===== src/rtl/pm_pkg.sv =====
// ----------------------------------------------------------------------------
// Polynomial mutation package
// Widths, data types, cell coefficients and shared helper functions for the
// polynomial mutation pipeline.
// ----------------------------------------------------------------------------
package pm_pkg;

  // Fixed-point fraction bits of the internal datapath
  localparam int FRAC_BITS = 16;
  // Value in [0, 1.0] including 1.0
  localparam int QW        = FRAC_BITS + 1;
  // Normalization shift count 0..FRAC_BITS
  localparam int KW        = 5;
  // Log value k*2^FRAC_BITS - bits
  localparam int LW        = FRAC_BITS + KW;
  // Exponent in Q.4 (dist_index + 1.0)
  localparam int PW        = 13;
  // Dividend of the root exponent (log shifted up by 4)
  localparam int NW        = LW + 4;
  // Scaled exponent handed to exp2
  localparam int PV        = LW + PW - 4;

  localparam int THR_W      = 17;
  localparam int DIST_W     = 12;
  localparam int CFG_IDX_W  = 2;
  localparam int CFG_DATA_W = 17;

  localparam logic [THR_W-1:0]  THR_RESET  = THR_W'(655);
  localparam logic [DIST_W-1:0] DIST_RESET = DIST_W'(320);

  // 1.0 in Q.4, added to eta to form the exponent
  localparam logic [PW-1:0] P_BIAS = PW'(16);

  localparam logic [QW-1:0] ONE  = {1'b1, {FRAC_BITS{1'b0}}};
  localparam logic [QW-1:0] HALF = ONE >> 1;

  typedef enum logic [CFG_IDX_W-1:0] {
    CFG_THRESHOLD = 2'd0,
    CFG_DIST      = 2'd1
  } cfg_idx_e;

  // Item fields that ride alongside the arithmetic cells
  typedef struct packed {
    logic [QW-1:0] gene;
    logic          mut;
    logic          last;
    logic          branch;
    logic [QW-1:0] a;
    logic [QW-1:0] b;
    logic [PW-1:0] p;
  } side_t;

  // Log cell data: mantissa, collected fraction bits, shift, zero input
  typedef struct packed {
    logic [QW-1:0]        m;
    logic [FRAC_BITS-1:0] bits;
    logic [KW-1:0]        k;
    logic                 zero;
  } lg_t;

  // Exp cell data: accumulator, remaining fraction bits, final shift
  typedef struct packed {
    logic [QW-1:0]        acc;
    logic [FRAC_BITS-1:0] f;
    logic [KW-1:0]        sh;
    logic                 zero;
  } ex_t;

  // Divider cell data
  typedef struct packed {
    logic [NW-1:0] num;
    logic [PW-1:0] rem;
    logic [NW-1:0] quo;
    logic          zero;
  } dv_t;

  // Integer square root, evaluated at elaboration only
  function automatic logic [63:0] isqrt_const(input logic [63:0] v);
    logic [63:0] rem;
    logic [63:0] res;
    logic [63:0] bt;
    rem = v;
    res = '0;
    bt  = 64'h4000_0000_0000_0000;
    for (int j = 0; j < 32; j++) begin
      if (rem >= res + bt) begin
        rem = rem - (res + bt);
        res = (res >> 1) + bt;
      end else begin
        res = res >> 1;
      end
      bt = bt >> 2;
    end
    return res;
  endfunction

  // 2^(-1/2^(idx+1)) in Q.FRAC_BITS, by repeated square roots of one half
  function automatic logic [FRAC_BITS-1:0] exp_coef(input int idx);
    logic [63:0] c;
    c = 64'(ONE >> 1);
    for (int i = 0; i <= idx; i++) begin
      c = isqrt_const(c << FRAC_BITS);
    end
    return c[FRAC_BITS-1:0];
  endfunction

  // Normalize x into [1.0, 2.0) and note the shift
  function automatic lg_t lg_init(input logic [QW-1:0] x);
    lg_t          r;
    logic [KW-1:0] k;
    k = '0;
    for (int j = 0; j < QW; j++) begin
      if (x[j]) k = KW'(FRAC_BITS - j);
    end
    r.m    = x << k;
    r.bits = '0;
    r.k    = k;
    r.zero = (x == '0);
    return r;
  endfunction

  // -log2 in Q.FRAC_BITS from a finished log chain
  function automatic logic [LW-1:0] lg_lval(input lg_t g);
    return (LW'(g.k) << FRAC_BITS) - LW'(g.bits);
  endfunction

  // Split a scaled exponent into shift and fraction for the exp chain
  function automatic ex_t ex_init(input logic zin, input logic [PV-1:0] pv);
    ex_t                      r;
    logic [PV-FRAC_BITS-1:0]  ek;
    ek     = pv[PV-1:FRAC_BITS];
    r.acc  = ONE;
    r.f    = pv[FRAC_BITS-1:0];
    r.sh   = ek[KW-1:0];
    r.zero = zin || (ek > (PV-FRAC_BITS)'(FRAC_BITS));
    return r;
  endfunction

  // Result of a finished exp chain
  function automatic logic [QW-1:0] ex_val(input ex_t e);
    return e.zero ? '0 : (e.acc >> e.sh);
  endfunction

endpackage


===== src/rtl/pm_lg_cell.sv =====
// ----------------------------------------------------------------------------
// Log cell
// One squaring step of the -log2 chain: squares the mantissa and yields one
// fraction bit of the logarithm.
// ----------------------------------------------------------------------------
module pm_lg_cell import pm_pkg::*; (
  input  logic clk_i,
  input  logic en_i,
  input  lg_t  lg_i,
  output lg_t  lg_o
);

  logic [2*QW-1:0] sq;
  lg_t             lg_d;
  lg_t             lg_q;

  // Square, renormalize when the square reaches 2.0
  always_comb begin
    sq   = lg_i.m * lg_i.m;
    lg_d = lg_i;
    if (sq[2*QW-1]) begin
      lg_d.m = sq[2*QW-1:FRAC_BITS+1];
    end else begin
      lg_d.m = sq[2*QW-2:FRAC_BITS];
    end
    lg_d.bits = {lg_i.bits[FRAC_BITS-2:0], sq[2*QW-1]};
  end

  // Hand to the next cell
  always_ff @(posedge clk_i) begin
    if (en_i) begin
      lg_q <= lg_d;
    end
  end

  assign lg_o = lg_q;

endmodule


===== config.mk =====
export PLATFORM = sky130hd
export DESIGN_NAME = pm_lg_cell
export DESIGN_NICKNAME = d
export VERILOG_FILES = /design/src/rtl/pm_pkg.sv /design/src/rtl/pm_lg_cell.sv
export SDC_FILE = /design/constraint.sdc
export NUM_CORES = 1
export LEC_CHECK = 0
export ABC_AREA = 1
export BUFFER_PORTS_ARGS = -buffer_cell sky130_fd_sc_hd__buf_2
export CAP_MARGIN = 20
export CORE_ASPECT_RATIO = 0.5
export CORE_MARGIN = 2
export CORE_UTILIZATION = 43
export CTS_CLUSTER_DIAMETER = 200
export CTS_CLUSTER_SIZE = 25
export DETAILED_ROUTE_END_ITERATION = 8
export GPL_ROUTABILITY_DRIVEN = 0
export PLACE_DENSITY_LB_ADDON = 0.12
export SLEW_MARGIN = 20
export SYNTH_ARGS = -nofsm -noshare
export SYNTH_HDL_FRONTEND = slang
export SYNTH_SLANG_ARGS = --single-unit

===== constraint.sdc =====
create_clock -name clk_i -period 6.8 [get_ports clk_i]
set_input_delay 0 -clock clk_i [delete_from_list [all_inputs] [get_ports clk_i]]
set_output_delay 0 -clock clk_i [all_outputs]
set_load 0.1 [all_outputs]

==> flow_summary.ini <==
[critical_path]
required_ns = 6.82
start_kind = input pin
crit_arrival_ns = 5.52
worstPathMaxFanout = 17
critPathCaptureType = register
crit_type = input pin to register

[global_routing]
grt_pass1_vias = 8222
overflow = 0
grt_usage_pct = 19.33
antenna_found_initial = 0
grt_pass1_wl_um = 38650
grt_max_degree = 40

[clock_network]
cts_setup_buffers = 0
clock_sinks = 39
cts_buffers = 5
cts_resized = 0
cts_hold_buffers = 21
path_clk_slew_ns = 0.05
cts_root_buffer = clkbuf_16
htree_levels = 2
cts_tree = built
cts_max_path_buffers = 2

[floorplanning]
start_util_pct = 44.02
fp-row-count = 39
die_width_um = 220.7
ioPinCount = 80
die_area_um2 = 24800
core_um2 = 22930
die_h_um = 112.4

[timing]
period_needed_ns = 5.494
fin_crit_sh_pct = 80.79
rsz0062_at_grt = no
setup_ws_ns = 1.306
maxSlewViolCount = 0
fmax_ghz = 0.1820
relSlewSlack_pct = 45.11
tightest_slew_ns = 0.8234
finalSetupViolations = 0
finalSetupTns_ns = 0
hold_viol = 0

[final_layout]
final_area_um2 = 11100
utilization_pct = 48.42
syn2layout_area_growth_pct = 9.989
nets = 1636
final_common_cell = inv_1
final_cell_mix = 365 x inv_1, 283 x nand2_1, 188 x fa_1, 110 x ha_1, 78 x buf_2
insertedDiodeCount = 0
drive_gt1_share_pct = 8.166
num-fill-cells = 2269
largest_register_ffs = 39

[detailed_routing]
dr.pass1.iters = 7
drt_wl_total_um = 22200
route.detailed.drc = 0
drtIter0Drc = 350
wl_per_cell_um = 13.83
dr_total_vias = 7529
postRouteAntennaNets = 0
avgViaCountPerCell = 4.691

[flow_run]
cap_violations = 0

[logic_synthesis]
yosysWarningCount = 0
netlist.area_leader.share_pct = 37.28
synth_nets = 1567
seq_area_frac_synth_pct = 11.60
netlist_instances = 1228
yosysTopAreaCell = fa_1
ys_ff_latch = 39
synth.distinct_cells = 35
netlist_area_um2 = 10100
ys_top_cells_by_area = fa_1 37%, ha_1 14%, inv_1 14%, edfxtp_1 12%, nand2_1 11%
synth.avg_cell_area_um2 = 8.221

[placement]
place_area_um2 = 10710
port_buffers = 78
post-place-ws_ns = 1.074
post-dp-hpwl_um = 19390

[status]
status = finished, final reports clean

[worst_hold_path]
min_path_type = input pin to register
metal layers:
| layer | up-vias | GRT usage, % | part of all wire (%) |
|---|---|---|---|
| met5 | - | 0 | 0 |
| met4 | 0 | 1.911 | 0.42 |
| met3 | 6 | 1.057 | 4.8 |
| met2 | 161 | 31.62 | 43 |
| met1 | 3654 | 29.40 | 52 |
| li1 | 3708 | - | - |
worst max-delay path, stage by stage:
cell	delay (ns)
buf_2	0.37
nand2_1	0.15
fa_1	0.56
fa_1	0.56
inv_1	0.06
fa_1	0.50
fa_1	0.46
fa_1	0.52
inv_1	0.05
fa_1	0.48
inv_1	0.05
ha_1	0.37
a21oi_1	0.24
o21ai_0	0.15
a21oi_1	0.28
nor2_1	0.08
nor3_1	0.23
nand2_1	0.09
nand2_1	0.06
nand2_1	0.11
nand2_1	0.08
nand2_1	0.06
metrics by stage:
step	instances	hold WS [ns]
after global routing	1605	0.4205
final	1605	0.3762
after floorplan	1228	0.09887
after global placement	1576	0.1775
after CTS	1605	0.3896
after detailed placement	1576	0.1789
kinds of logic after synthesis:
group,share of synthesized area [%]
buffers and inverters,15.21
and+or+nand+nor,15.94
adders and majority gates,50.91
AOI/OAI and AO/OA,4.697
DFF,11.60
xor gates and xnor gates,1.648
worst paths after layout:
path / from / endpoint / slack [ns] / cells past startpoint
worst max-delay path: lg_i[26] / lg_o[33] / 1.31 / 22
worst min-delay path: en_i / lg_o[19] / 0.38 / 1
synth_stat cells, drive strengths merged:
cell type and instances:
fa 188, ha 110, o21bai 5, nand2 293, a31oi 2, a21boi 4
o21a 4, nand4 3, nand3 24, o21ai 21, xnor2 7, buf 5
a21o 5, nor2 55, o211ai 1, nand3b 4, clkbuf 32, nor3 9
xor2 12, inv 365, edfxtp 39, o31ai 1, a21oi 36, or2 3
cell type report:
| type | instances | area, µm² | area share [%] |
|---|---|---|---|
| well taps | 307 | 384.1 | 3.459 |
| repair buffers | 99 | 600.6 | 5.408 |
| clock buffers | 6 | 128.9 | 1.161 |
| clock inverters | 2 | 60.06 | 0.5408 |
| flip-flops and latches | 39 | 1171 | 10.55 |
| inverters | 365 | 1370 | 12.34 |
| multi-input cells | 787 | 7390 | 66.55 |
Power is not shown: default switching activity piles up to over one toggle a cycle in this logic, so the estimate is an artifact.
