`src/rtl/pm_pkg.sv`:
```
// ----------------------------------------------------------------------------
// Polynomial mutation package
// Widths, data types, cell coefficients and shared helper functions for the
// polynomial mutation pipeline.
// ----------------------------------------------------------------------------
package pm_pkg;

  // Fixed-point fraction bits of the internal datapath
  localparam int FRAC_BITS = 16;
  // Value in [0, 1.0] including 1.0
  localparam int QW        = FRAC_BITS + 1;
  // Normalization shift count 0..FRAC_BITS
  localparam int KW        = 5;
  // Log value k*2^FRAC_BITS - bits
  localparam int LW        = FRAC_BITS + KW;
  // Exponent in Q.4 (dist_index + 1.0)
  localparam int PW        = 13;
  // Dividend of the root exponent (log shifted up by 4)
  localparam int NW        = LW + 4;
  // Scaled exponent handed to exp2
  localparam int PV        = LW + PW - 4;

  localparam int THR_W      = 17;
  localparam int DIST_W     = 12;
  localparam int CFG_IDX_W  = 2;
  localparam int CFG_DATA_W = 17;

  localparam logic [THR_W-1:0]  THR_RESET  = THR_W'(655);
  localparam logic [DIST_W-1:0] DIST_RESET = DIST_W'(320);

  // 1.0 in Q.4, added to eta to form the exponent
  localparam logic [PW-1:0] P_BIAS = PW'(16);

  localparam logic [QW-1:0] ONE  = {1'b1, {FRAC_BITS{1'b0}}};
  localparam logic [QW-1:0] HALF = ONE >> 1;

  typedef enum logic [CFG_IDX_W-1:0] {
    CFG_THRESHOLD = 2'd0,
    CFG_DIST      = 2'd1
  } cfg_idx_e;

  // Item fields that ride alongside the arithmetic cells
  typedef struct packed {
    logic [QW-1:0] gene;
    logic          mut;
    logic          last;
    logic          branch;
    logic [QW-1:0] a;
    logic [QW-1:0] b;
    logic [PW-1:0] p;
  } side_t;

  // Log cell data: mantissa, collected fraction bits, shift, zero input
  typedef struct packed {
    logic [QW-1:0]        m;
    logic [FRAC_BITS-1:0] bits;
    logic [KW-1:0]        k;
    logic                 zero;
  } lg_t;

  // Exp cell data: accumulator, remaining fraction bits, final shift
  typedef struct packed {
    logic [QW-1:0]        acc;
    logic [FRAC_BITS-1:0] f;
    logic [KW-1:0]        sh;
    logic                 zero;
  } ex_t;

  // Divider cell data
  typedef struct packed {
    logic [NW-1:0] num;
    logic [PW-1:0] rem;
    logic [NW-1:0] quo;
    logic          zero;
  } dv_t;

  // Integer square root, evaluated at elaboration only
  function automatic logic [63:0] isqrt_const(input logic [63:0] v);
    logic [63:0] rem;
    logic [63:0] res;
    logic [63:0] bt;
    rem = v;
    res = '0;
    bt  = 64'h4000_0000_0000_0000;
    for (int j = 0; j < 32; j++) begin
      if (rem >= res + bt) begin
        rem = rem - (res + bt);
        res = (res >> 1) + bt;
      end else begin
        res = res >> 1;
      end
      bt = bt >> 2;
    end
    return res;
  endfunction

  // 2^(-1/2^(idx+1)) in Q.FRAC_BITS, by repeated square roots of one half
  function automatic logic [FRAC_BITS-1:0] exp_coef(input int idx);
    logic [63:0] c;
    c = 64'(ONE >> 1);
    for (int i = 0; i <= idx; i++) begin
      c = isqrt_const(c << FRAC_BITS);
    end
    return c[FRAC_BITS-1:0];
  endfunction

  // Normalize x into [1.0, 2.0) and note the shift
  function automatic lg_t lg_init(input logic [QW-1:0] x);
    lg_t          r;
    logic [KW-1:0] k;
    k = '0;
    for (int j = 0; j < QW; j++) begin
      if (x[j]) k = KW'(FRAC_BITS - j);
    end
    r.m    = x << k;
    r.bits = '0;
    r.k    = k;
    r.zero = (x == '0);
    return r;
  endfunction

  // -log2 in Q.FRAC_BITS from a finished log chain
  function automatic logic [LW-1:0] lg_lval(input lg_t g);
    return (LW'(g.k) << FRAC_BITS) - LW'(g.bits);
  endfunction

  // Split a scaled exponent into shift and fraction for the exp chain
  function automatic ex_t ex_init(input logic zin, input logic [PV-1:0] pv);
    ex_t                      r;
    logic [PV-FRAC_BITS-1:0]  ek;
    ek     = pv[PV-1:FRAC_BITS];
    r.acc  = ONE;
    r.f    = pv[FRAC_BITS-1:0];
    r.sh   = ek[KW-1:0];
    r.zero = zin || (ek > (PV-FRAC_BITS)'(FRAC_BITS));
    return r;
  endfunction

  // Result of a finished exp chain
  function automatic logic [QW-1:0] ex_val(input ex_t e);
    return e.zero ? '0 : (e.acc >> e.sh);
  endfunction

endpackage

```
`src/rtl/pm_dv_cell.sv`:
```
// ----------------------------------------------------------------------------
// Divider cell
// One restoring division step: brings down a dividend bit and yields one
// quotient bit.
// ----------------------------------------------------------------------------
module pm_dv_cell import pm_pkg::*; (
  input  logic          clk_i,
  input  logic          en_i,
  input  logic [PW-1:0] divisor_i,
  input  dv_t           dv_i,
  output dv_t           dv_o
);

  logic [PW:0] trial;
  logic [PW:0] diff;
  logic        ge;
  dv_t         dv_d;
  dv_t         dv_q;

  // Trial subtract, keep the remainder on a miss
  always_comb begin
    trial    = {dv_i.rem, dv_i.num[NW-1]};
    diff     = trial - {1'b0, divisor_i};
    ge       = (trial >= {1'b0, divisor_i});
    dv_d     = dv_i;
    dv_d.rem = ge ? diff[PW-1:0] : trial[PW-1:0];
    dv_d.num = {dv_i.num[NW-2:0], 1'b0};
    dv_d.quo = {dv_i.quo[NW-2:0], ge};
  end

  always_ff @(posedge clk_i) begin
    if (en_i) begin
      dv_q <= dv_d;
    end
  end

  assign dv_o = dv_q;

endmodule

```
`config.mk`:
```
export PLATFORM = sky130hd
export DESIGN_NAME = pm_dv_cell
export DESIGN_NICKNAME = d
export VERILOG_FILES = /design/src/rtl/pm_pkg.sv /design/src/rtl/pm_dv_cell.sv
export SDC_FILE = /design/constraint.sdc
export NUM_CORES = 1
export LEC_CHECK = 0
export CORE_MARGIN = 2
export CORE_UTILIZATION = 55
export DETAILED_ROUTE_END_ITERATION = 8
export DONT_BUFFER_PORTS = 1
export GPL_ROUTABILITY_DRIVEN = 0
export HOLD_SLACK_MARGIN = 0.1
export PLACE_DENSITY = 0.77
export REMOVE_ABC_BUFFERS = 1
export SLEW_MARGIN = 20
export SYNTH_ARGS = -nofsm -noshare
export SYNTH_HDL_FRONTEND = slang
export SYNTH_SLANG_ARGS = --single-unit
```
`constraint.sdc`:
```
create_clock -name clk_i -period 2.7 [get_ports clk_i]
set_input_delay 0.54 -clock clk_i [delete_from_list [all_inputs] [get_ports clk_i]]
set_output_delay 0.54 -clock clk_i [all_outputs]
set_load 0.005 [all_outputs]
```
==> flow_metrics.tcl, run 1 <==
set metrics [dict create \
    status "completed" \
    synthTopCellsByArea "edfxtp_1 69%, ha_1 5.9%, mux2_4 3.8%, inv_1 2.0%, xor2_1 1.6%" \
    start_util 0.575 \
    ys_async_sr_fraction 0 \
    cts_made_buffers 9 \
    dpl-instance-area_sq_mm 0.00285 \
    synth-edff-count 63 \
    power_mw 2.23 \
    die_w_um 74.7 \
    grt-ovfl-total 0 \
    maxCapViolations 0 \
    final_cell_mix "63 x edfxtp_1, 15 x inv_1, 13 x ha_1" \
    peakVddDrop_v 0.000353 \
    synthDistinctLibCells 42 \
    core_sq_mm 0.00479 \
    synthCells 173 \
    layout.cells.non_filler 260 \
    holdWs_ps 311 \
    critPathMaxFanout 5 \
    place_ws_ps -68.8 \
    cts_sinks 63 \
    cp.required_ps 2780 \
    antenna_found_initial 0 \
    clockPowerShare 0.334 \
    power_frac_comb 0.106 \
    power.internal_mw 1.74 \
    io_pins 143 \
    hpwl_um 3970 \
    rows 25 \
    final_common_cell "edfxtp_1" \
    yosysWarnings 0 \
    synth_top_cell_by_area "edfxtp_1" \
    power.density_mw_per_mm2 733 \
    multi_input_area_sq_um 777 \
    dieArea_sq_mm 0.00559 \
    largest_reg_flops 63 \
    yosys.area.top_type_share 0.687 \
    dp.cells 244 \
    cts_buffer_depth 2 \
    crit_path_start "dv_i[63]" \
    setup_viol 0 \
    p_leak_nw 1.17 \
    antennaDiodeCount 0 \
    post_cts_resized 0 \
    fin_ws_ps 256 \
    synthToLayoutAreaGrowth_pct 10.5 \
    hold_violations 0 \
    grt_pass1_wl_um 6770 \
    hp-class "in -> reg" \
    finalMaxSlewViolations 0 \
    drc_errors 0 \
    grt_max_degree 64 \
    dr.first_iter.drc_count 48 \
    ant_nets 0 \
    cts_root_buf "clkbuf_8" \
    grt_pass1_vias 1403 \
    htree_num_levels 3 \
    critPathLaunchType "input pin" \
    critPathCaptureType "flip-flop" \
    ff_latch_area_sq_mm 0.00189 \
    syn_avg_cell_area_sq_um 15.9 \
    fin_crit_ps 2440 \
    vias 1463 \
    fin_util 0.636 \
    cts_tree "done" \
    switching_power_mw 0.484 \
    drive_gt1_frac 0.187 \
    clk_pin_slew_ps 70 \
    crit_type "in -> reg" \
    timing.final.crit_share 0.905 \
    fmax_ghz 0.409 \
    swShare 0.217 \
    cts_hold_buffers 0 \
    final_nets 281 \
    tns_ps 0 \
    viasPerCell 5.63 \
    portBuffers 0 \
    ys_seq_area_frac 0.687 \
    syn_area_sq_mm 0.00275 \
    die_h_um 74.7 \
    synthFlopType "edfxtp_1" \
    grt_use_total 0.172 \
    synth-seq-cells 63 \
    rsz0062_at_grt "false" \
    dr.pass1.iters 3 \
    n_fill_cell 342 \
    wirelength_um 5020 \
    stdcell_area_sq_mm 0.00304 \
    wl_per_cell_um 19.3 \
    cts_setup_buffers 0 \
    crit_arrival_ps 2520 \
    seqPwrFrac 0.559 \
    endpoint "dv_o[28]" \
]
## cells by family (layout without fill, tap and decap cells)
group | after synthesis | after routing | share of synthesized area
adder cells (fa/ha/maj) | 14 | 14 | 0.0664
multiplexers | 13 | 13 | 0.0618
other | 1 | 1 | 0.00136
AND/OR/NAND/NOR | 30 | 30 | 0.0600
buffers and inverters | 17 | 37 | 0.0305
flip-flops | 63 | 63 | 0.687
XOR/XNOR | 9 | 9 | 0.0286
AO/OA/AOI/OAI | 26 | 26 | 0.0641
## synth_stat cells, types with 2 or more instances
library cell  instances
edfxtp_1             63
inv_1                15
ha_1                 13
a21oi_1               8
nor2_1                8
mux2_4                7
xor2_1                5
nand2_1               4
o21ai_0               4
xnor2_1               4
mux2_2                3
nand2b_1              3
a211oi_1              2
a21o_1                2
mux2i_1               2
nand3_1               2
nor2b_1               2
nor3_1                2
## metal layers
layer | up-vias | share of wire | track usage
met4 | 0 | 0.015 | 0.0655
met1 | 691 | 0.36 | 0.161
li1 | 679 | - | -
met2 | 86 | 0.54 | 0.314
met3 | 7 | 0.084 | 0.0910
met5 | - | 0 | 0
## final cells by class
type	instances	area share
clock buffer	10	0.0420
clock inverter	6	0.0197
inverter	15	0.0185
multi-input combinational	93	0.255
sequential	63	0.622
tap	67	0.0276
timing repair buffer	6	0.0148
## worst min-delay path by stage
| stage | startpoint | to | slack [ps] | cells past startpoint |
|---|---|---|---|---|
| 5_1_grt | dv_i[0] | dv_o[0] | 280 | 0 |
| 4_1_cts | dv_i[53] | dv_o[54] | 290 | 0 |
| 2_1_floorplan | dv_i[0] | dv_o[0] | 640 | 0 |
| 3_5_place_dp | dv_i[46] | dv_o[47] | 640 | 0 |
| 3_3_place_gp | dv_i[9] | dv_o[10] | 640 | 0 |
| 6_report | dv_i[53] | dv_o[54] | 310 | 0 |
## worst max-delay path, cell delays in order
cell	delay, ps
inv_1	30
ha_1	190
fa_1	400
nand2b_1	190
a21oi_2	200
o21ai_2	90
a211oi_2	180
o32a_2	200
buf_4	150
mux2_2	330
## power groups by stage
stage | clock (mW) | combinational (mW) | sequential (mW)
after global routing | 0.811 | 0.263 | 1.26
after CTS | 0.767 | 0.238 | 1.25
after floorplan | 0 | 0.187 | 1.25
after global placement | 0 | 0.226 | 1.27
final | 0.745 | 0.237 | 1.25
after detailed placement | 0 | 0.236 | 1.27
No activity file was read; power rests on OpenSTA's default activity.
==> run 2, diff against run 1 <==
- CORE_ASPECT_RATIO: not set -> 0.5
- RECOVER_POWER: not set -> 100
==> flow_metrics.tcl, run 2 (synthesis gave the netlist of run 1 again) <==
set metrics [dict create \
    status "completed" \
    finalMaxSlewViolations 0 \
    final_nets 280 \
    drive_gt1_frac 0.161 \
    core_sq_mm 0.00486 \
    stdcell_area_sq_mm 0.00304 \
    grt_pass1_wl_um 6850 \
    fin_util 0.626 \
    largest_reg_flops 63 \
    cts_tree "done" \
    start_util 0.566 \
    fmax_ghz 0.404 \
    final_cell_mix "63 x edfxtp_1, 15 x inv_1, 13 x ha_1" \
    n_fill_cell 369 \
    cts_hold_buffers 0 \
    peakVddDrop_v 0.000351 \
    ant_nets 0 \
    rows 18 \
    timing.final.crit_share 0.916 \
    cts_buffer_depth 2 \
    wl_per_cell_um 18.5 \
    die_h_um 54.0 \
    maxCapViolations 0 \
    post_cts_resized 0 \
    grt-ovfl-total 0 \
    place_ws_ps -28.5 \
    tns_ps 0 \
    synthToLayoutAreaGrowth_pct 10.5 \
    dpl-instance-area_sq_mm 0.00285 \
    cts_made_buffers 9 \
    drc_errors 0 \
    rsz0062_at_grt "false" \
    htree_num_levels 3 \
    crit_type "in -> reg" \
    cts_root_buf "clkbuf_8" \
    dr.pass1.iters 4 \
    grt_pass1_vias 1298 \
    layout.cells.non_filler 262 \
    final_common_cell "edfxtp_1" \
    hold_violations 0 \
    power.density_mw_per_mm2 761 \
    setup_viol 0 \
    dieArea_sq_mm 0.00562 \
    critPathMaxFanout 6 \
    critPathCaptureType "flip-flop" \
    antenna_found_initial 0 \
    io_pins 143 \
    ff_latch_area_sq_mm 0.00189 \
    hp-class "in -> reg" \
    grt_max_degree 64 \
    wirelength_um 4850 \
    crit_arrival_ps 2540 \
    cts_setup_buffers 0 \
    holdWs_ps 302 \
    multi_input_area_sq_um 757 \
    critPathLaunchType "input pin" \
    clk_pin_slew_ps 70 \
    cp.required_ps 2770 \
    cts_sinks 63 \
    dr.first_iter.drc_count 60 \
    p_leak_nw 1.16 \
    fin_crit_ps 2470 \
    die_w_um 104 \
    vias 1390 \
    grt_use_total 0.168 \
    viasPerCell 5.31 \
    antennaDiodeCount 0 \
    dp.cells 246 \
    portBuffers 0 \
    power_mw 2.31 \
    fin_ws_ps 227 \
    hpwl_um 3620 \
]
-- run 2: cell count changes in the layout (fill, tap and decap cells not counted) --
| cell | delta |
|---|---|
| inv_6 | -1 |
| a21oi_2 | -1 |
| mux2_4 | -3 |
| bufinv_16 | +1 |
| clkinv_1 | -1 |
| buf_4 | -1 |
| a21oi_1 | +1 |
| a211oi_2 | -1 |
| a211oi_1 | +1 |
| clkinvlp_4 | +1 |
| mux2_1 | +3 |
-- run 2: layer usage --
| metal | up-vias | track usage | wire length (um) |
|---|---|---|---|
| li1 | 673 | - | - |
| met1 | 655 | 0.191 | 2000 |
| met2 | 60 | 0.283 | 2500 |
| met3 | 2 | 0.0969 | 336 |
| met4 | 0 | 0.0405 | 16 |
| met5 | - | 0 | 0 |
-- run 2: cell type report --
cell class	instances	share of cell area
Tap cell	70	0.0288
Timing Repair Buffer	5	0.0123
Sequential cell	63	0.622
Multi-Input combinational cell	93	0.249
Clock buffer	10	0.0419
Inverter	15	0.0185
Clock inverter	6	0.0280
-- run 2: power by group --
group / switching, mW / total [mW] / internal (mW)
registers: 0.0480 / 1.24 / 1.19
clock network: 0.340 / 0.856 / 0.516
logic: 0.103 / 0.218 / 0.115
total: 0.491 / 2.31 / 1.82
-- run 2: path summary, 6_finish.rpt --
path | start | cells past startpoint | end | slack (ps)
max | dv_i[63] | 10 | dv_o[34] | 230
min | dv_i[23] | 0 | dv_o[24] | 300
-- run 2: critical path: stages --
cell and delay [ps]:
inv_1 30, ha_1 200, fa_1 390, nand2b_1 180, a21oi_1 210, o21ai_2 100, a211oi_1 220, o32a_2 190
buf_4 160, mux2_1 330
