===== config.mk =====
export PLATFORM = sky130hd
export DESIGN_NAME = pm_ex_cell
export DESIGN_NICKNAME = d
export VERILOG_FILES = /design/src/rtl/pm_pkg.sv /design/src/rtl/pm_ex_cell.sv
export SDC_FILE = /design/constraint.sdc
export NUM_CORES = 1
export LEC_CHECK = 0
export BUFFER_PORTS_ARGS = -buffer_cell sky130_fd_sc_hd__buf_2
export CAP_MARGIN = 20
export CORE_ASPECT_RATIO = 0.7
export CORE_MARGIN = 4
export CORE_UTILIZATION = 45
export CTS_BUF_LIST = sky130_fd_sc_hd__clkbuf_4
export CTS_CLUSTER_DIAMETER = 200
export DETAILED_ROUTE_END_ITERATION = 10
export PLACE_DENSITY = 0.68
export RECOVER_POWER = 100
export SLEW_MARGIN = 15
export SYNTH_ARGS = -nofsm -noshare
export SYNTH_HDL_FRONTEND = slang
export SYNTH_SLANG_ARGS = --single-unit

===== constraint.sdc =====
create_clock -name clk_i -period 7.02 [get_ports clk_i]
set_input_delay 0.702 -clock clk_i [delete_from_list [all_inputs] [get_ports clk_i]]
set_output_delay 0.702 -clock clk_i [all_outputs]
set_load 0.05 [all_outputs]

===== src/rtl/pm_pkg.sv =====
// ----------------------------------------------------------------------------
// Polynomial mutation package
// Widths, data types, cell coefficients and shared helper functions for the
// polynomial mutation pipeline.
// ----------------------------------------------------------------------------
package pm_pkg;

  // Fixed-point fraction bits of the internal datapath
  localparam int FRAC_BITS = 16;
  // Value in [0, 1.0] including 1.0
  localparam int QW        = FRAC_BITS + 1;
  // Normalization shift count 0..FRAC_BITS
  localparam int KW        = 5;
  // Log value k*2^FRAC_BITS - bits
  localparam int LW        = FRAC_BITS + KW;
  // Exponent in Q.4 (dist_index + 1.0)
  localparam int PW        = 13;
  // Dividend of the root exponent (log shifted up by 4)
  localparam int NW        = LW + 4;
  // Scaled exponent handed to exp2
  localparam int PV        = LW + PW - 4;

  localparam int THR_W      = 17;
  localparam int DIST_W     = 12;
  localparam int CFG_IDX_W  = 2;
  localparam int CFG_DATA_W = 17;

  localparam logic [THR_W-1:0]  THR_RESET  = THR_W'(655);
  localparam logic [DIST_W-1:0] DIST_RESET = DIST_W'(320);

  // 1.0 in Q.4, added to eta to form the exponent
  localparam logic [PW-1:0] P_BIAS = PW'(16);

  localparam logic [QW-1:0] ONE  = {1'b1, {FRAC_BITS{1'b0}}};
  localparam logic [QW-1:0] HALF = ONE >> 1;

  typedef enum logic [CFG_IDX_W-1:0] {
    CFG_THRESHOLD = 2'd0,
    CFG_DIST      = 2'd1
  } cfg_idx_e;

  // Item fields that ride alongside the arithmetic cells
  typedef struct packed {
    logic [QW-1:0] gene;
    logic          mut;
    logic          last;
    logic          branch;
    logic [QW-1:0] a;
    logic [QW-1:0] b;
    logic [PW-1:0] p;
  } side_t;

  // Log cell data: mantissa, collected fraction bits, shift, zero input
  typedef struct packed {
    logic [QW-1:0]        m;
    logic [FRAC_BITS-1:0] bits;
    logic [KW-1:0]        k;
    logic                 zero;
  } lg_t;

  // Exp cell data: accumulator, remaining fraction bits, final shift
  typedef struct packed {
    logic [QW-1:0]        acc;
    logic [FRAC_BITS-1:0] f;
    logic [KW-1:0]        sh;
    logic                 zero;
  } ex_t;

  // Divider cell data
  typedef struct packed {
    logic [NW-1:0] num;
    logic [PW-1:0] rem;
    logic [NW-1:0] quo;
    logic          zero;
  } dv_t;

  // Integer square root, evaluated at elaboration only
  function automatic logic [63:0] isqrt_const(input logic [63:0] v);
    logic [63:0] rem;
    logic [63:0] res;
    logic [63:0] bt;
    rem = v;
    res = '0;
    bt  = 64'h4000_0000_0000_0000;
    for (int j = 0; j < 32; j++) begin
      if (rem >= res + bt) begin
        rem = rem - (res + bt);
        res = (res >> 1) + bt;
      end else begin
        res = res >> 1;
      end
      bt = bt >> 2;
    end
    return res;
  endfunction

  // 2^(-1/2^(idx+1)) in Q.FRAC_BITS, by repeated square roots of one half
  function automatic logic [FRAC_BITS-1:0] exp_coef(input int idx);
    logic [63:0] c;
    c = 64'(ONE >> 1);
    for (int i = 0; i <= idx; i++) begin
      c = isqrt_const(c << FRAC_BITS);
    end
    return c[FRAC_BITS-1:0];
  endfunction

  // Normalize x into [1.0, 2.0) and note the shift
  function automatic lg_t lg_init(input logic [QW-1:0] x);
    lg_t          r;
    logic [KW-1:0] k;
    k = '0;
    for (int j = 0; j < QW; j++) begin
      if (x[j]) k = KW'(FRAC_BITS - j);
    end
    r.m    = x << k;
    r.bits = '0;
    r.k    = k;
    r.zero = (x == '0);
    return r;
  endfunction

  // -log2 in Q.FRAC_BITS from a finished log chain
  function automatic logic [LW-1:0] lg_lval(input lg_t g);
    return (LW'(g.k) << FRAC_BITS) - LW'(g.bits);
  endfunction

  // Split a scaled exponent into shift and fraction for the exp chain
  function automatic ex_t ex_init(input logic zin, input logic [PV-1:0] pv);
    ex_t                      r;
    logic [PV-FRAC_BITS-1:0]  ek;
    ek     = pv[PV-1:FRAC_BITS];
    r.acc  = ONE;
    r.f    = pv[FRAC_BITS-1:0];
    r.sh   = ek[KW-1:0];
    r.zero = zin || (ek > (PV-FRAC_BITS)'(FRAC_BITS));
    return r;
  endfunction

  // Result of a finished exp chain
  function automatic logic [QW-1:0] ex_val(input ex_t e);
    return e.zero ? '0 : (e.acc >> e.sh);
  endfunction

endpackage


===== src/rtl/pm_ex_cell.sv =====
// ----------------------------------------------------------------------------
// Exp cell
// One step of the exp2 chain: multiplies in a fixed root of one half when
// the current fraction bit is set.
// ----------------------------------------------------------------------------
module pm_ex_cell import pm_pkg::*; (
  input  logic                 clk_i,
  input  logic                 en_i,
  input  logic [FRAC_BITS-1:0] coef_i,
  input  ex_t                  ex_i,
  output ex_t                  ex_o
);

  logic [QW+FRAC_BITS-1:0] prod;
  ex_t                     ex_d;
  ex_t                     ex_q;

  // Scale the accumulator on a set bit, advance to the next bit
  always_comb begin
    prod = ex_i.acc * coef_i;
    ex_d = ex_i;
    if (ex_i.f[FRAC_BITS-1]) begin
      ex_d.acc = prod[QW+FRAC_BITS-1:FRAC_BITS];
    end
    ex_d.f = {ex_i.f[FRAC_BITS-2:0], 1'b0};
  end

  always_ff @(posedge clk_i) begin
    if (en_i) begin
      ex_q <= ex_d;
    end
  end

  assign ex_o = ex_q;

endmodule


==> summary.md, run 1 <==
| Metric | Value |
|---|---|
| DP Worst Slack | `0.251 ns` |
| Sequential share of the synthesized area | `~11%` |
| Iteration-0 DRC Markers | `about 580` |
| Post-CTS Setup Inserts | `0` |
| Vias per std cell | `5.32` |
| Required @ worst endpoint | `7.15 ns` |
| Most used cell, CP | `fa_1` |
| 1st-pass router iterations | `5` |
| CP cell instances | `buf_2 -> nand2_1 -> fa_1 -> inv_1 -> fa_1 -> inv_1 -> fa_1 -> inv_1 -> fa_1 -> fa_1 -> inv_1 -> fa_1 -> inv_1 -> ha_1 -> a21oi_1 -> o21ai_0 -> a221oi_1 -> o21a_1 -> a31oi_1 -> o31ai_1` |
| Dominant synthesized flop cell | `edfxtp_1` |
| Largest register FFs | `38` |
| Synth cell types | `62` |
| Cell with the most instances after synthesis | `inv_1` |
| Xor and xnor area share after synthesis | `0.418%` |
| Metal2 WL | `11700 um` |
| Crit-path slowest cell | `a221oi_1` |
| Startpoint types | `input port` |
| Setup Crit Path Kind | `in2reg` |
| CTS tree | `done` |
| Total CTS buffers | `5` |
| CP arrival | `6.56 ns` |
| # DRC | `0` |
| Starting Density | `a little under half` |
| Setup WS post-layout | `0.593 ns` |
| Post-synthesis simple-gate area fraction | `18.2%` |
| Max Cap Viol | `1` |
| Post-synth EDFFs | `38` |
| Vias in the first global route | `8479` |
| Seq cells post-synth | `38` |
| Syn nets | `approximately 1500` |
| Pins Over Slew Limit | `39` |
| Diodes inserted | `0` |
| Clk slew on worst S/H paths | `0.12 ns` |
| Compound-gate portion of the synthesized area | `8.09%` |
| Worst Max-Slew Pin Slew | `2.03 ns` |
| Failing checks | `max-capacitance violations, max-slew violations` |
| Setup TNS | `0 ns` |
| Synth area leaders | `fa_1 40%, ha_1 12%, edfxtp_1 11%` |
| Root buf cell | `clkbuf_4` |
| Routed wire length | `25800 um` |
| Die Span Y | `136 um` |
| Most frequent cells after synthesis | `229 x inv_1, 207 x fa_1, 191 x nand2_1` |
| Synth top area share | `39.6%` |
| Fin crit period | `approximately 6.4 ns` |
| Rows | `46` |
| Hold path depth | `1` |
| Setup Viol. Count Final | `0` |
| Max Used Layer | `met4` |
| First-pass GRT wire length | `44100 um` |
| Grt total ovfl | `0` |
| Core Area | `0.0228 mm^2` |
| Synth area leader | `fa_1` |
| Synthesis-to-layout area growth | `6.35%` |
| Largest net degree at the start of global routing | `39` |
| CP Max Fanout | `17` |
| Fin util | `between 40% and 50%` |
| Clock Sinks | `38` |
| Final GP Congestion | `about 0.90` |
| Post-Synth Adder-Cell Area | `slightly above 50%` |
| Post-DP HPWL | `20900 um` |
| Largest family of logic cells by synthesized area | `adder cells` |
| Port buffer count | `94` |
| Setup crit end kind | `flop` |
| Die area | `0.0258 mm^2` |
| Final hold slack | `0.525 ns` |
| Met1 wire length | `12300 um` |
| Antenna Nets Post-Route | `0` |
| PostCTS Resize Cnt | `0` |
| Hold Vio Cnt, Final | `0` |
| Fmax | `156 MHz` |
| Worst min path class | `in2reg` |
| Drt wl/cell | `about 17 um` |
| Post-Syn Area | `~0.010 mm^2` |
| RSZ-0062 raised after global routing | `false` |
| Mapped Cells | `approximately 1100` |
| Final #Nets | `1563` |
| H-tree Lvls | `2` |
| Slowest stage delay, CP | `just under 0.6 ns` |
| Synth Warn # | `0` |
| Multiplexer share of the synthesized area | `0.299%` |
| DR WL met3 | `1660 um` |
| Share of layout cells above drive strength 1 | `6.34%` |
| Die W | `190 um` |
| I/O pin count | `between 90 and 100` |
| CTS hold repair buffers | `0` |
| Mapped Avg Cell Area | `9.13 um^2` |
| Tot GR Track Use | `21.1%` |
| Crit share post-route | `a little over 90%` |
| Max_slew headroom | `-35.3%` |
| Via count | `8030` |
| Ys async rst share | `0%` |
| Initial antenna violation count | `0` |
| Max clock buf depth | `2` |
| Status | `finished with violations` |
==> cell type report <==
type	count	area, um^2
clock buffer	5	37.5
clock inverter	3	16.3
fill	2264	11700
inverter	229	860
multi-input combinational	826	8250
sequential	38	1140
tap	312	390
timing repair buffer	97	444
==> worst max-delay path: cells and delay by family <==
family / cells / cell delay, ns
AOI/OAI and AO/OA: 6 / 1.69
adders and majority gates: 7 / 3.37
and+or+nand+nor: 1 / 0.15
buffers and inverters: 6 / 0.65
==> per-layer routing <==
metal / vias to the layer above / track usage (%)
met2: 255 / 33.7
met1: 4083 / 32.9
met5: - / 0
met3: 14 / 2.19
li1: 3678 / -
met4: 0 / 1.28
==> cell usage in the layout, fill, tap and decap left out, types with 8 or more instances in the layout <==
master    count
inv_1       229
fa_1        207
nand2_1     191
and2_1      121
ha_1        102
buf_2        54
clkbuf_1     39
edfxtp_1     38
a21oi_1      33
o21ai_0      25
nor2_1       13
nand3_1      12
nand4_1       9
o21a_1        8
nor3_1        8
==> path summary, 6_finish.rpt <==
path	from	to	slack (ns)
hold / removal	ex_i[4]	ex_o[4]	0.52
setup / recovery	ex_i[29]	ex_o[35]	0.59
==> per-stage QoR <==
step / area, um^2 / instances
after global routing: 11100 / 1510
after detailed placement: 11100 / 1502
final: 11100 / 1510
after floorplan: 10500 / 1147
after CTS: 11200 / 1510
after global placement: 11100 / 1502
==> logic make-up (layout without fill, tap and decap cells) <==
logic type | after synthesis | count (layout)
adders and majority gates | 309 | 309
other | 1 | 1
AOI/OAI and AO/OA | 124 | 124
buffers and inverters | 283 | 334
muxes | 3 | 3
xor gates and xnor gates | 5 | 5
DFF | 38 | 38
and+or+nand+nor | 384 | 384
Power of run 1 is not shown: default switching activity piles up to over one toggle a cycle in this logic, so the estimate is an artifact.
==> inputs of run 2 (changes only) <==
- PLACE_DENSITY: 0.68 -> 0.64
==> run 2 against run 1 <==
  * The flow still finishes with violations (max-capacitance violations, max-slew violations)
  * Core utilization grew 0.060 points
  * Maximum frequency grew 2.1%
  * Flip-flop and latch count is the same
  * Die area is the same
  * Worst setup slack gained 0.13 ns
  * Worst hold slack lost 0.018 ns
  * Sequential share of layout area is essentially flat
  * Global-route usage grew 0.66 points
  * Critical path type unchanged
  * Critical endpoint unchanged
==> summary.md, run 2 (synthesis gave the netlist of run 1 again) <==
| Metric | Value |
|---|---|
| Most used cell, CP | `fa_1` |
| I/O pin count | `96 (unchanged)` |
| H-tree Lvls | `2 (unchanged)` |
| Share of layout cells above drive strength 1 | `6.42% (+0.073 points)` |
| Status | `finished with violations` |
| Slowest stage delay, CP | `0.63 ns (+0.04 ns)` |
| Core Area | `0.0228 mm^2 (unchanged)` |
| Rows | `46 (unchanged)` |
| Vias per std cell | `5.30 (-0.34%)` |
| CP Max Fanout | `17 (unchanged)` |
| Routed wire length | `26600 um (+3.1%)` |
| Most frequent cells in the layout | `229 x inv_1, 207 x fa_1, 191 x nand2_1, 123 x and2_1, 102 x ha_1` |
| Die W | `190 um (unchanged)` |
| First-pass GRT wire length | `45100 um (+2.3%)` |
| CP cell instances | `buf_2 -> nand2_1 -> fa_1 -> inv_1 -> fa_1 -> inv_1 -> fa_1 -> inv_1 -> fa_1 -> fa_1 -> inv_1 -> fa_1 -> inv_1 -> ha_1 -> a21oi_1 -> o21ai_0 -> a221oi_1 -> o21a_1 -> and4_1 -> o31ai_1` |
| CTS hold repair buffers | `0 (unchanged)` |
| Clock Sinks | `38 (unchanged)` |
| Diodes inserted | `0 (unchanged)` |
| Tot GR Track Use | `21.8% (+0.66 points)` |
| Worst Path Buf+Inv | `6 (unchanged)` |
| Largest register FFs | `38 (unchanged)` |
| Drt wl/cell | `17.6 um (+3.0%)` |
| Via count | `8013 (-0.21%)` |
| # DRC | `0 (unchanged)` |
| CTS tree | `done` |
| Grt total ovfl | `0 (unchanged)` |
| Synthesis-to-layout area growth | `6.48%` |
| Total CTS buffers | `5 (unchanged)` |
| Crit-path slowest cell | `a221oi_1` |
| Failing checks | `max-capacitance violations, max-slew violations` |
| Largest net degree at the start of global routing | `39 (unchanged)` |
| Starting Density | `45.9% (unchanged)` |
| Root buf cell | `clkbuf_4` |
| Die area | `0.0258 mm^2 (unchanged)` |
| Port buffer count | `94 (unchanged)` |
| Required @ worst endpoint | `7.11 ns (-0.04 ns)` |
| Setup TNS | `0 ns (unchanged)` |
| Final #Nets | `1565 (+0.13%)` |
| Die Span Y | `136 um (unchanged)` |
| 1st-pass router iterations | `5 (unchanged)` |
| Post-DP HPWL | `21600 um (+3.2%)` |
| Leading cell type in the layout, fill and taps excluded | `inv_1` |
| Fin crit period | `6.30 ns (-0.129 ns)` |
| Setup Crit Path Kind | `in2reg` |
| CP arrival | `6.38 ns (-0.18 ns)` |
| Post-CTS Setup Inserts | `0 (unchanged)` |
| Crit share post-route | `89.7% (-1.8 points)` |
| Max clock buf depth | `2 (unchanged)` |
| Iteration-0 DRC Markers | `526 (-9.9%)` |
| Vias in the first global route | `8578 (+1.2%)` |
| Final GP Congestion | `0.897 (-0.60%)` |
| Startpoint types | `input port` |
| Worst min path class | `in2reg` |
| Fmax | `159 MHz (+2.1%)` |
| PostCTS Resize Cnt | `0 (unchanged)` |
| Clk slew on worst S/H paths | `0.12 ns (about the same)` |
| Worst Max-Slew Pin Slew | `2.08 ns (+0.0508 ns)` |
| Max Cap Viol | `1 (unchanged)` |
| Setup crit end kind | `flop` |
| Initial antenna violation count | `0 (unchanged)` |
| Pins Over Slew Limit | `39 (unchanged)` |
| Antenna Nets Post-Route | `0 (unchanged)` |
| Layout fillers | `2211 (-2.3%)` |
| Setup Viol. Count Final | `0 (unchanged)` |
| RSZ-0062 raised after global routing | `false` |
| Max_slew headroom | `-38.7% (-3.4 points)` |
| CP delay by family, top | `adder cells` |
| Hold Vio Cnt, Final | `0 (unchanged)` |
run 2: final cells by class:
| class | count | area (um^2) | area share [%] |
|---|---|---|---|
| Tap cell | 312 | 390 | 3.50 |
| Timing Repair Buffer | 99 | 458 | 4.11 |
| Clock inverter | 2 | 8.76 | 0.0786 |
| Multi-Input combinational cell | 826 | 8250 | 74.0 |
| Clock buffer | 6 | 45.0 | 0.404 |
| Inverter | 229 | 860 | 7.71 |
| Sequential cell | 38 | 1140 | 10.2 |
run 2: through the flow:
step,cells,worst slack (ns),hold WS [ns],util [%],area (um^2)
2_1_floorplan,1147,0.824,0.801,-,10500
4_1_cts,1512,0.756,0.497,49.1,11200
5_1_grt,1512,0.468,0.479,48.9,11100
3_3_place_gp,1504,0.394,0.878,48.9,11100
6_report,1512,0.722,0.507,48.9,11100
3_5_place_dp,1504,0.365,0.880,48.9,11100
run 2: routing by layer:
layer | vias up | global-route usage [%] | part of all wire [%] | wire length [um]
met5 | - | 0 | 0 | 0
met4 | 0 | 2.23 | 0.76 | 203
met3 | 27 | 2.40 | 5.3 | 1410
met2 | 218 | 35.5 | 46 | 12200
met1 | 4079 | 32.8 | 48 | 12700
li1 | 3689 | - | - | -
run 2: path summary, 6_finish.rpt:
check	cells after the start	slack (ns)	startpoint	to
hold / removal	1	0.51	ex_i[9]	ex_o[10]
setup / recovery	20	0.72	ex_i[28]	ex_o[35]
Power of run 2 is left out for the same reason.
==> inputs of run 3 (changes only) <==
- CORE_UTILIZATION: 45 -> 40
- PLACE_DENSITY: 0.64 -> 0.58
==> run 3 against run 2 <==
  * The run still ends with max-capacitance violations, max-slew violations left
  * Largest cell class unchanged
  * Sequential share of layout area about the same
  * Critical endpoint unchanged
  * Maximum frequency down 4.6%
  * First-iteration DRC count down 13%
==> summary.md, run 3 (synthesis gave the netlist of run 1 again) <==
| Metric | Value |
|---|---|
| Status | `finished with violations` |
| Failing checks | `max-capacitance violations, max-slew violations` |
| Fin crit period | `6.60 ns (+0.307 ns)` |
| Post-CTS Setup Inserts | `0 (unchanged)` |
| Final GP Congestion | `0.895 (-0.27%)` |
| Worst Max-Slew Pin Slew | `2.04 ns (-0.0449 ns)` |
| Max clock buf depth | `2 (unchanged)` |
| Via count | `7942 (-0.89%)` |
| Grt total ovfl | `0 (unchanged)` |
| Worst min path class | `in2reg` |
| CTS hold repair buffers | `0 (unchanged)` |
| Routed wire length | `26300 um (-0.86%)` |
| Pins Over Slew Limit | `39 (unchanged)` |
| Diodes inserted | `0 (unchanged)` |
| Post-DP HPWL | `21500 um (-0.59%)` |
| Synthesis-to-layout area growth | `6.80%` |
| Most used cell, CP | `fa_1` |
| Core Area | `0.0257 mm^2 (+13%)` |
| Starting Density | `40.7% (-5.3 points)` |
| Largest net degree at the start of global routing | `39 (unchanged)` |
| Hold Vio Cnt, Final | `0 (unchanged)` |
| CP arrival | `6.74 ns (+0.36 ns)` |
| Fmax | `151 MHz (-4.6%)` |
| Worst Path Buf+Inv | `4 (-2)` |
| Leading cell type in the layout, fill and taps excluded | `inv_1` |
| Die area | `0.0289 mm^2 (+12%)` |
| Placement Cell Area | `0.0111 mm^2 (about the same)` |
| Setup Crit Path Kind | `in2reg` |
| Rows | `49 (+6.5%)` |
| 1st-pass router iterations | `5 (unchanged)` |
| CP Max Fanout | `17 (unchanged)` |
| First-pass GRT wire length | `44600 um (-1.1%)` |
| Root buf cell | `clkbuf_4` |
| Vias per std cell | `5.20 (-1.9%)` |
| Final hold slack | `0.511 ns (+0.00427 ns)` |
| Crit share post-route | `94.1% (+4.4 points)` |
| Tot GR Track Use | `19.2% (-2.6 points)` |
| Final instance area | `0.0112 mm^2 (+0.30%)` |
| Largest register FFs | `38 (unchanged)` |
| RSZ-0062 raised after global routing | `false` |
| Drt wl/cell | `17.2 um (-1.9%)` |
| Clk slew on worst S/H paths | `0.13 ns (about the same)` |
| Iteration-0 DRC Markers | `458 (-13%)` |
| Die W | `201 um (+5.8%)` |
| Setup Viol. Count Final | `0 (unchanged)` |
| Final #Nets | `1562 (-0.19%)` |
| Max Cap Viol | `1 (unchanged)` |
| PostCTS Resize Cnt | `0 (unchanged)` |
| Max_slew headroom | `-35.7% (+3.0 points)` |
| Antenna Nets Post-Route | `0 (unchanged)` |
| Required @ worst endpoint | `7.15 ns (+0.04 ns)` |
| H-tree Lvls | `2 (unchanged)` |
| Setup crit end kind | `flop` |
| Setup TNS | `0 ns (unchanged)` |
| Total CTS buffers | `5 (unchanged)` |
| CP cell instances | `buf_2 -> nand2_1 -> fa_1 -> fa_1 -> inv_1 -> fa_1 -> fa_1 -> fa_1 -> inv_1 -> fa_1 -> inv_1 -> ha_1 -> a21oi_1 -> o21ai_0 -> a221oi_1 -> o21a_1 -> a31oi_1 -> o31ai_1` |
| Most frequent cells in the layout | `229 x inv_1, 207 x fa_1, 191 x nand2_1, 122 x and2_1, 102 x ha_1` |
| # DRC | `0 (unchanged)` |
| Port buffer count | `94 (unchanged)` |
| I/O pin count | `96 (unchanged)` |
| Crit-path slowest cell | `a221oi_1` |
| Slowest stage delay, CP | `0.74 ns (+0.11 ns)` |
| CP delay by family, top | `adder cells` |
| Share of layout cells above drive strength 1 | `6.10% (-0.32 points)` |
| Clock Sinks | `38 (unchanged)` |
| Layout fillers | `2606 (+18%)` |
| Vias in the first global route | `8351 (-2.6%)` |
| CTS tree | `done` |
| Startpoint types | `input port` |
| Initial antenna violation count | `0 (unchanged)` |
| Die Span Y | `143 um (+5.7%)` |
-- run 3: changes by cell type in the layout (fill, tap and decap cells not counted), sizes merged --
cell    previous run  this run
buf               59        57
bufinv             0         2
clkbuf            46        44
clkinv             2         1
-- run 3: final cells by class --
type	instances	area, um^2	area share (%)
multi-input cells	826	8230	73.6
flip-flops and latches	38	1140	10.2
inverters	229	860	7.69
repair buffers	96	437	3.90
well taps	331	414	3.70
clock inverters	3	68.8	0.615
clock buffers	5	37.5	0.336
-- run 3: stage by stage --
| stage | utilization, % | cells | worst slack, ns |
|---|---|---|---|
| floorplan | - | 1147 | 0.824 |
| global placement | 43.3 | 1520 | 0.169 |
| detailed placement | 43.3 | 1520 | 0.175 |
| CTS | 43.7 | 1528 | 0.490 |
| global route | 43.4 | 1528 | 0.101 |
| finish | 43.4 | 1528 | 0.415 |
-- run 3: per-layer routing --
metal | track usage (%) | vias to the layer above | share of wire [%]
met5 | 0 | - | 0
met4 | 2.30 | 0 | 1.1
met3 | 2.14 | 31 | 5.5
met2 | 30.8 | 222 | 46
met1 | 29.1 | 4015 | 47
li1 | - | 3674 | -
-- run 3: worst paths after layout --
check / start / to / slack, ns / cells after the start
max: ex_i[36] / ex_o[35] / 0.42 / 18
min: ex_i[5] / ex_o[5] / 0.51 / 1
Power of run 3 is left out for the same reason.
